===== src/bsm_pkg.sv =====
`timescale 1ns / 1ps
`default_nettype none
// ----------------------------------------------------------------------------
// bsm_pkg
// Shared constant for the bounding sphere merge pipeline.
// ----------------------------------------------------------------------------
package bsm_pkg;

   // Default width of a center coordinate; radii are one bit narrower.
   localparam int DEF_COORD_WIDTH = 32;

endpackage
`default_nettype wire


===== src/bsm_sqrt.sv =====
`timescale 1ns / 1ps
`default_nettype none
// ----------------------------------------------------------------------------
// bsm_sqrt
// Pipelined integer square root, one root bit per stage (floor of the root).
// ----------------------------------------------------------------------------
module bsm_sqrt
   import bsm_pkg::*;
#(
   parameter int VAL_WIDTH = 2 * DEF_COORD_WIDTH + 4,
   parameter int TAG_WIDTH = 1
) (
   input  wire logic                     clock,
   input  wire logic                     reset,
   input  wire logic                     enable,
   input  wire logic                     in_valid,
   input  wire logic [VAL_WIDTH-1:0]     in_val,
   input  wire logic [TAG_WIDTH-1:0]     in_tag,
   output logic                          out_valid,
   output logic [VAL_WIDTH/2-1:0]        out_root,
   output logic [TAG_WIDTH-1:0]          out_tag
);
   localparam int RW = VAL_WIDTH / 2;
   localparam int EW = RW + 2;

   logic                 vld_ff  [RW];
   logic [VAL_WIDTH-1:0] val_ff  [RW];
   logic [RW-1:0]        root_ff [RW];
   logic [EW-1:0]        rem_ff  [RW];
   logic [TAG_WIDTH-1:0] tag_ff  [RW];
   logic                 vld_in  [RW];
   logic [VAL_WIDTH-1:0] val_in  [RW];
   logic [RW-1:0]        root_in [RW];
   logic [EW-1:0]        rem_in  [RW];
   logic [TAG_WIDTH-1:0] tag_in  [RW];

   always_comb begin
      logic                 vld_s;
      logic [VAL_WIDTH-1:0] val_s;
      logic [RW-1:0]        root_s;
      logic [EW-1:0]        rem_s;
      logic [TAG_WIDTH-1:0] tag_s;
      logic [EW+1:0]        sh;
      logic [EW+1:0]        trial;
      for (int k = 0; k < RW; k++) begin
         if (k == 0) begin
            vld_s  = in_valid;
            val_s  = in_val;
            root_s = '0;
            rem_s  = '0;
            tag_s  = in_tag;
         end else begin
            vld_s  = vld_ff[k-1];
            val_s  = val_ff[k-1];
            root_s = root_ff[k-1];
            rem_s  = rem_ff[k-1];
            tag_s  = tag_ff[k-1];
         end
         // Bring down the next pair of radicand bits and try root*4+1.
         sh    = {rem_s, val_s[VAL_WIDTH-1 -: 2]};
         trial = (EW+2)'({root_s, 2'b01});
         if (sh >= trial) begin
            rem_in[k]  = EW'(sh - trial);
            root_in[k] = {root_s[RW-2:0], 1'b1};
         end else begin
            rem_in[k]  = sh[EW-1:0];
            root_in[k] = {root_s[RW-2:0], 1'b0};
         end
         val_in[k] = val_s << 2;
         vld_in[k] = vld_s;
         tag_in[k] = tag_s;
      end
   end

   always_ff @(posedge clock) begin
      for (int k = 0; k < RW; k++) begin
         if (reset) begin
            vld_ff[k] <= 1'b0;
         end else if (enable) begin
            vld_ff[k] <= vld_in[k];
         end
         if (enable) begin
            val_ff[k]  <= val_in[k];
            root_ff[k] <= root_in[k];
            rem_ff[k]  <= rem_in[k];
            tag_ff[k]  <= tag_in[k];
         end
      end
   end

   assign out_valid = vld_ff[RW-1];
   assign out_root  = root_ff[RW-1];
   assign out_tag   = tag_ff[RW-1];

endmodule
`default_nettype wire


===== config.mk =====
export PLATFORM = sky130hd
export DESIGN_NAME = bsm_sqrt
export DESIGN_NICKNAME = d
export VERILOG_FILES = /design/src/bsm_pkg.sv /design/src/bsm_sqrt.sv
export SDC_FILE = /design/constraint.sdc
export NUM_CORES = 2
export LEC_CHECK = 0
export ABC_CLOCK_PERIOD_IN_PS = 4900
export BUFFER_PORTS_ARGS = -buffer_cell sky130_fd_sc_hd__buf_2
export CAP_MARGIN = 5
export CORE_UTILIZATION = 43
export DETAILED_ROUTE_END_ITERATION = 10
export HOLD_SLACK_MARGIN = 0.12
export PLACE_DENSITY = 0.66
export REMOVE_ABC_BUFFERS = 1
export SYNTH_ARGS = -nofsm -noshare
export SYNTH_HDL_FRONTEND = slang
export SYNTH_MEMORY_MAX_BITS = 65536
export SYNTH_SLANG_ARGS = --single-unit
export TNS_END_PERCENT = 5

===== constraint.sdc =====
create_clock -name clock -period 4.9 [get_ports clock]
set_input_delay 0.735 -clock clock [delete_from_list [all_inputs] [get_ports clock]]
set_output_delay 0.735 -clock clock [all_outputs]
set_load 0.005 [all_outputs]

[Word level (Yosys, flattened, before mapping)]
Memory sizes are Yosys's and may differ from the RTL's.
Index checks and enable logic that the tools add are counted.
Storage, ports and cells
  RAM bits: 4692
  input bits: 73
  bits in registers: 0
  memories: 5
  output and inout port bits: 36
  logic and storage cells: 215
Operators by class
  add/sub/neg operators: 34
  multiplexer cells: 108
  bitwise gates (word level): 34
  order comparisons: 34
Memory list
  val_ff: depth 34, bits a word 66, rd ports 33, clocked after Yosys merged registers in 0, write ports 34, RTL line bsm_sqrt.sv:27  | logic [VAL_WIDTH-1:0] val_ff [RW];
  rem_ff: depth 34, bits a word 36, rd ports 33, clocked after Yosys merged registers in 0, write ports 34, RTL line bsm_sqrt.sv:29  | logic [EW-1:0] rem_ff [RW];
  root_ff: depth 34, bits a word 34, rd ports 34, clocked after Yosys merged registers in 0, write ports 34, RTL line bsm_sqrt.sv:28  | logic [RW-1:0] root_ff [RW];
  tag_ff: depth 34, bits a word 1, rd ports 34, clocked after Yosys merged registers in 0, write ports 34, RTL line bsm_sqrt.sv:30  | logic [TAG_WIDTH-1:0] tag_ff [RW];
  vld_ff: depth 34, bits a word 1, rd ports 34, clocked after Yosys merged registers in 0, write ports 34, RTL line bsm_sqrt.sv:26  | logic vld_ff [RW];
Operator list (number)
  38-bit by 36-bit greater-or-equal comparator with 1-bit output: 33
  36-bit 2-to-1 mux: 34
  36-bit subtractor: 33
  1-bit 2-to-1 mux: 74
  1-bit bitwise OR: 34
  2-bit by 1-bit subtractor with 3-bit output, second input constant: 1
  2-bit by 1-bit greater-or-equal comparator with 1-bit output, second input constant: 1

[Depth between registers and ports, before layout]
  word-level depth: 4
  mapped depth: 15
  gate-level depth less buffers: 13

[Worst setup path before layout]
OpenSTA, ideal clock, no wires.
  path type: register -> register
  start: memory rem_ff[21][10] (netlist bit)
  end: memory rem_ff[22][27] (netlist bit) (data pin)
  path buffers: 0
  data required time: 4.642 ns
  stages on the path, launching flop included: 11
  clock period less this slack: 3.632 ns
  setup slack: 1.268 ns
  arrival: 3.374 ns
  library setup time: 0.258 ns
  cells stage by stage: edfxtp_1 ha_1 a2111o_1 a211oi_1 o31ai_1 a31oi_1 o22ai_1 a2111oi_0 nor4b_1 or4b_2 xnor2_1
RTL lines (RTL line)
  from (decl): bsm_sqrt.sv:29

==> impl_results.rst <==
.. list-table::
   :header-rows: 1

   * - Metric
     - Value
   * - Core box area
     - 0.3122 sq mm
   * - Die Area
     - 0.3165 sq mm
   * - Area growth, synth to finish
     - 12.77%
   * - CP Launch Type
     - flop
   * - Path type of the worst setup path
     - flop to flop
   * - Fin Clk Skew
     - 0.08014 ns
   * - Mean instance size in the synthesized netlist
     - 12.98 sq um
   * - Initial core utilization
     - 43.29%
   * - Count of input and output buffers
     - 108
   * - Sequential share of power
     - 47.5%
   * - Routed wire length
     - 274,300 microns
   * - Setup crit start
     - rem_ff[27][0]$_DFFE_PP_
   * - Area used by multi-input combinational logic
     - 0.04365 sq mm
   * - Unrepaired setup endpoints after global routing
     - false
   * - Number of flops mapped to enable cells by yosys
     - 2,920
   * - Initial drt markers
     - 6,272
   * - Max-cap violations
     - 0
   * - Part of the power in combinational logic
     - 20.1%
   * - Switching portion of total power
     - 28.43%
   * - Clock root cell
     - clkbuf_16
   * - TritonCTS clock tree
     - built
   * - Post-Syn Area
     - 0.1351 sq mm
   * - Max FO, Critical Path
     - 12
   * - Die width
     - 562.6 microns
   * - Antenna-violating nets left
     - 0
   * - Arrival time at the worst endpoint
     - 4.96 ns
   * - Leading post-synthesis cells by cell area
     - edfxtp_1, ha_1, xor2_1
   * - Fraction of registers with async set or reset after synthesis
     - 0%
   * - Actual transition at the worst max-transition pin
     - 1.289 ns
   * - Library cell with the largest summed area after synthesis
     - edfxtp_1
   * - Highest clock frequency the design can meet
     - 228.0 MHz
   * - Bufs on Longest Clock Path
     - 4
   * - Tcrit/Tclk final
     - 89.51%
   * - Total power density per cell area
     - 464.7 mW/mm^2
   * - Clock-pin slew on the worst setup and hold paths
     - 0.06 ns
   * - Placer congestion estimate
     - 0.9300
   * - Pin count of the biggest net entering global routing
     - 123
   * - Layout Cells excl Fill
     - 15,210
   * - Fill cell count
     - 26,440
   * - Number of ports placed on the die boundary
     - 109
   * - Reg area
     - 0.08768 sq mm
   * - Number of nets in the layout
     - 11,530
   * - FF-to-FF Start
     - rem_ff[27][0]$_DFFE_PP_
   * - Wire length of the first global-routing pass
     - 434,300 microns
   * - Final Slew Violations
     - 0
   * - Die height
     - 562.6 microns
   * - DRC violations left
     - 0
   * - Commonest cells post-synth
     - edfxtp_1, inv_1, nand2_1, a21oi_1, ha_1
   * - Total Negative Setup Slacks
     - 0 ns
   * - Final setup violation count
     - 0
   * - Final hold vios
     - 0
   * - Half-perimeter wire length after placement
     - 197,700 microns
   * - Router iterations before antenna repair
     - 6
   * - Relative slew slack
     - 14.08%
   * - Maximum level of the CTS H-tree
     - 5
   * - Num CTS Buffers
     - 318
   * - Number of placement rows
     - 205
   * - Area share of the leading cell type in the synthesized netlist
     - 64.89%
   * - Syn Inst Count
     - 10,410
   * - Hold Startpoint
     - val_ff[12][58]$_DFFE_PP_
   * - Clock network latency to the later pin of the worst-skew pair
     - 0.91 ns
   * - Top FF cell, synth
     - edfxtp_1
   * - Leakage
     - 57.70 nW
   * - Cells after DPL
     - 14,570
   * - Overall routing resource usage
     - 16.90%
   * - Yosys synthesis warning count
     - 0
   * - Data required, critical path
     - 5.48 ns
   * - GRT overflow
     - 0
   * - Post-CTS repair timing setup buffer count
     - 0
   * - Number of global-route vias before repair
     - 81,320
   * - Critical path capture point type
     - flop
   * - Antenna violations before repair
     - 2
   * - Internal Dissipation
     - 50.67 mW
   * - Switching power
     - 20.13 mW
   * - Type of the most critical hold path
     - flop to flop
   * - Share of synthesized area occupied by flip-flops and latches
     - 64.89%
   * - Clock network fraction of design power
     - 32.4%
   * - Count leader, synth
     - edfxtp_1
   * - Status
     - completed
   * - Via count
     - 81,630
   * - Minimum period implied by the final worst setup slack
     - 4.386 ns
   * - Fraction of final layout cells with drive strength greater than 1
     - 7.676%
   * - Overall power consumption
     - 70.81 mW
   * - Vias per cell
     - 5.366
   * - VDD IR-drop max
     - 332.8 uV
   * - Number of clock sinks
     - 2,920
   * - Post-synthesis sequential element count
     - 2,920
   * - Count of unique library cells instantiated by Yosys
     - 88
   * - Post-detailed-route wirelength per cell
     - 18.03 microns
## worst max-delay path, stage by stage, from the launching register on
cell and delay (ns):
edfxtp_1 0.39, ha_1 0.39, nor2b_1 0.20, o211ai_1 0.14, a2bb2oi_1 0.28, o21ai_0 0.30
o21ai_0 0.69, a41oi_1 0.37, o21a_1 0.47, nor4_1 0.44, o221ai_1 0.24, xnor2_1 0.17
## layer usage
metal / up-vias / wire length, microns / GRT usage (%)
li1: 39400 / - / -
met1: 39430 / 114000 / 20.55
met2: 2147 / 137300 / 30.10
met3: 659 / 11590 / 2.158
met4: 2 / 11450 / 7.184
met5: - / 13 / 0
## registers in the layout, summed over array words and instances (netlist names)
register / cells
tag_ff: 34
root_ff: 595
rem_ff: 1135
vld_ff: 34
val_ff: 1122
## cells by family after synthesis
kind of cell	share of synthesized area, %
xor gates and xnor gates	6.247
adders and majority gates	5.852
muxes	0.6093
DFF	64.89
and+or+nand+nor	10.01
other	0.002775
AOI/OAI and AO/OA	9.520
buffers and inverters	2.872
## cell type report
class / count / share of cell area, %
sequential: 2920 / 57.54
multi-input combinational: 6467 / 28.64
clock buffer: 392 / 5.474
tap: 4140 / 3.399
inverter: 803 / 1.978
timing repair buffer: 314 / 1.816
clock inverter: 177 / 1.144
antenna: 1 / 0.001642
## worst paths after layout
path	endpoint	slack, ns	cells past startpoint
max reg2reg	rem_ff[28][32]$_DFFE_PP_	0.51	11
min reg2reg	val_ff[13][60]$_DFFE_PP_	0.38	0
max	rem_ff[28][32]$_DFFE_PP_	0.51	11
min	val_ff[13][60]$_DFFE_PP_	0.38	0
## placed cells by master (no fill, tap or decap), types with 267 or more instances in the layout
cell type | synthesis | final
a21oi_1 | 637 | 634
a21o_1 | 268 | 267
xnor2_1 | 469 | 469
inv_1 | 800 | 800
xor2_1 | 493 | 493
o21ai_0 | 552 | 552
nand2_1 | 704 | 704
clkbuf_16 | 0 | 323
edfxtp_1 | 2920 | 2920
nor3_1 | 275 | 275
nor2_1 | 619 | 619
ha_1 | 632 | 632
## per-stage QoR
stage,hold slack [ns],setup slack [ns],util [%],cell area (sq um)
after CTS,0.3743,0.5588,48.82,152400
after detailed placement,0.4045,0.6375,45.36,141600
after floorplan,0.4003,-0.2372,-,134300
after global routing,0.3810,0.2564,48.82,152400
final,0.3773,0.5141,48.82,152400
after global placement,0.4002,0.5475,45.35,141600
## power groups by stage
| stage | registers, mW | logic [mW] | clock network, mW |
|---|---|---|---|
| after CTS | 33.6 | 14.2 | 23.6 |
| after detailed placement | 34.1 | 14.0 | 0 |
| after floorplan | 33.2 | 10.3 | 0 |
| final | 33.6 | 14.2 | 22.9 |
| after global routing | 33.9 | 15.8 | 24.5 |
| after global placement | 34.1 | 13.7 | 0 |
## timing repair
action / in CTS / in global routing
hold buffers: 71 / 0
gates resized for setup: 0 / 0
endpoints found under the hold margin: 71 / 0
No activity file was read; power rests on OpenSTA's default activity.
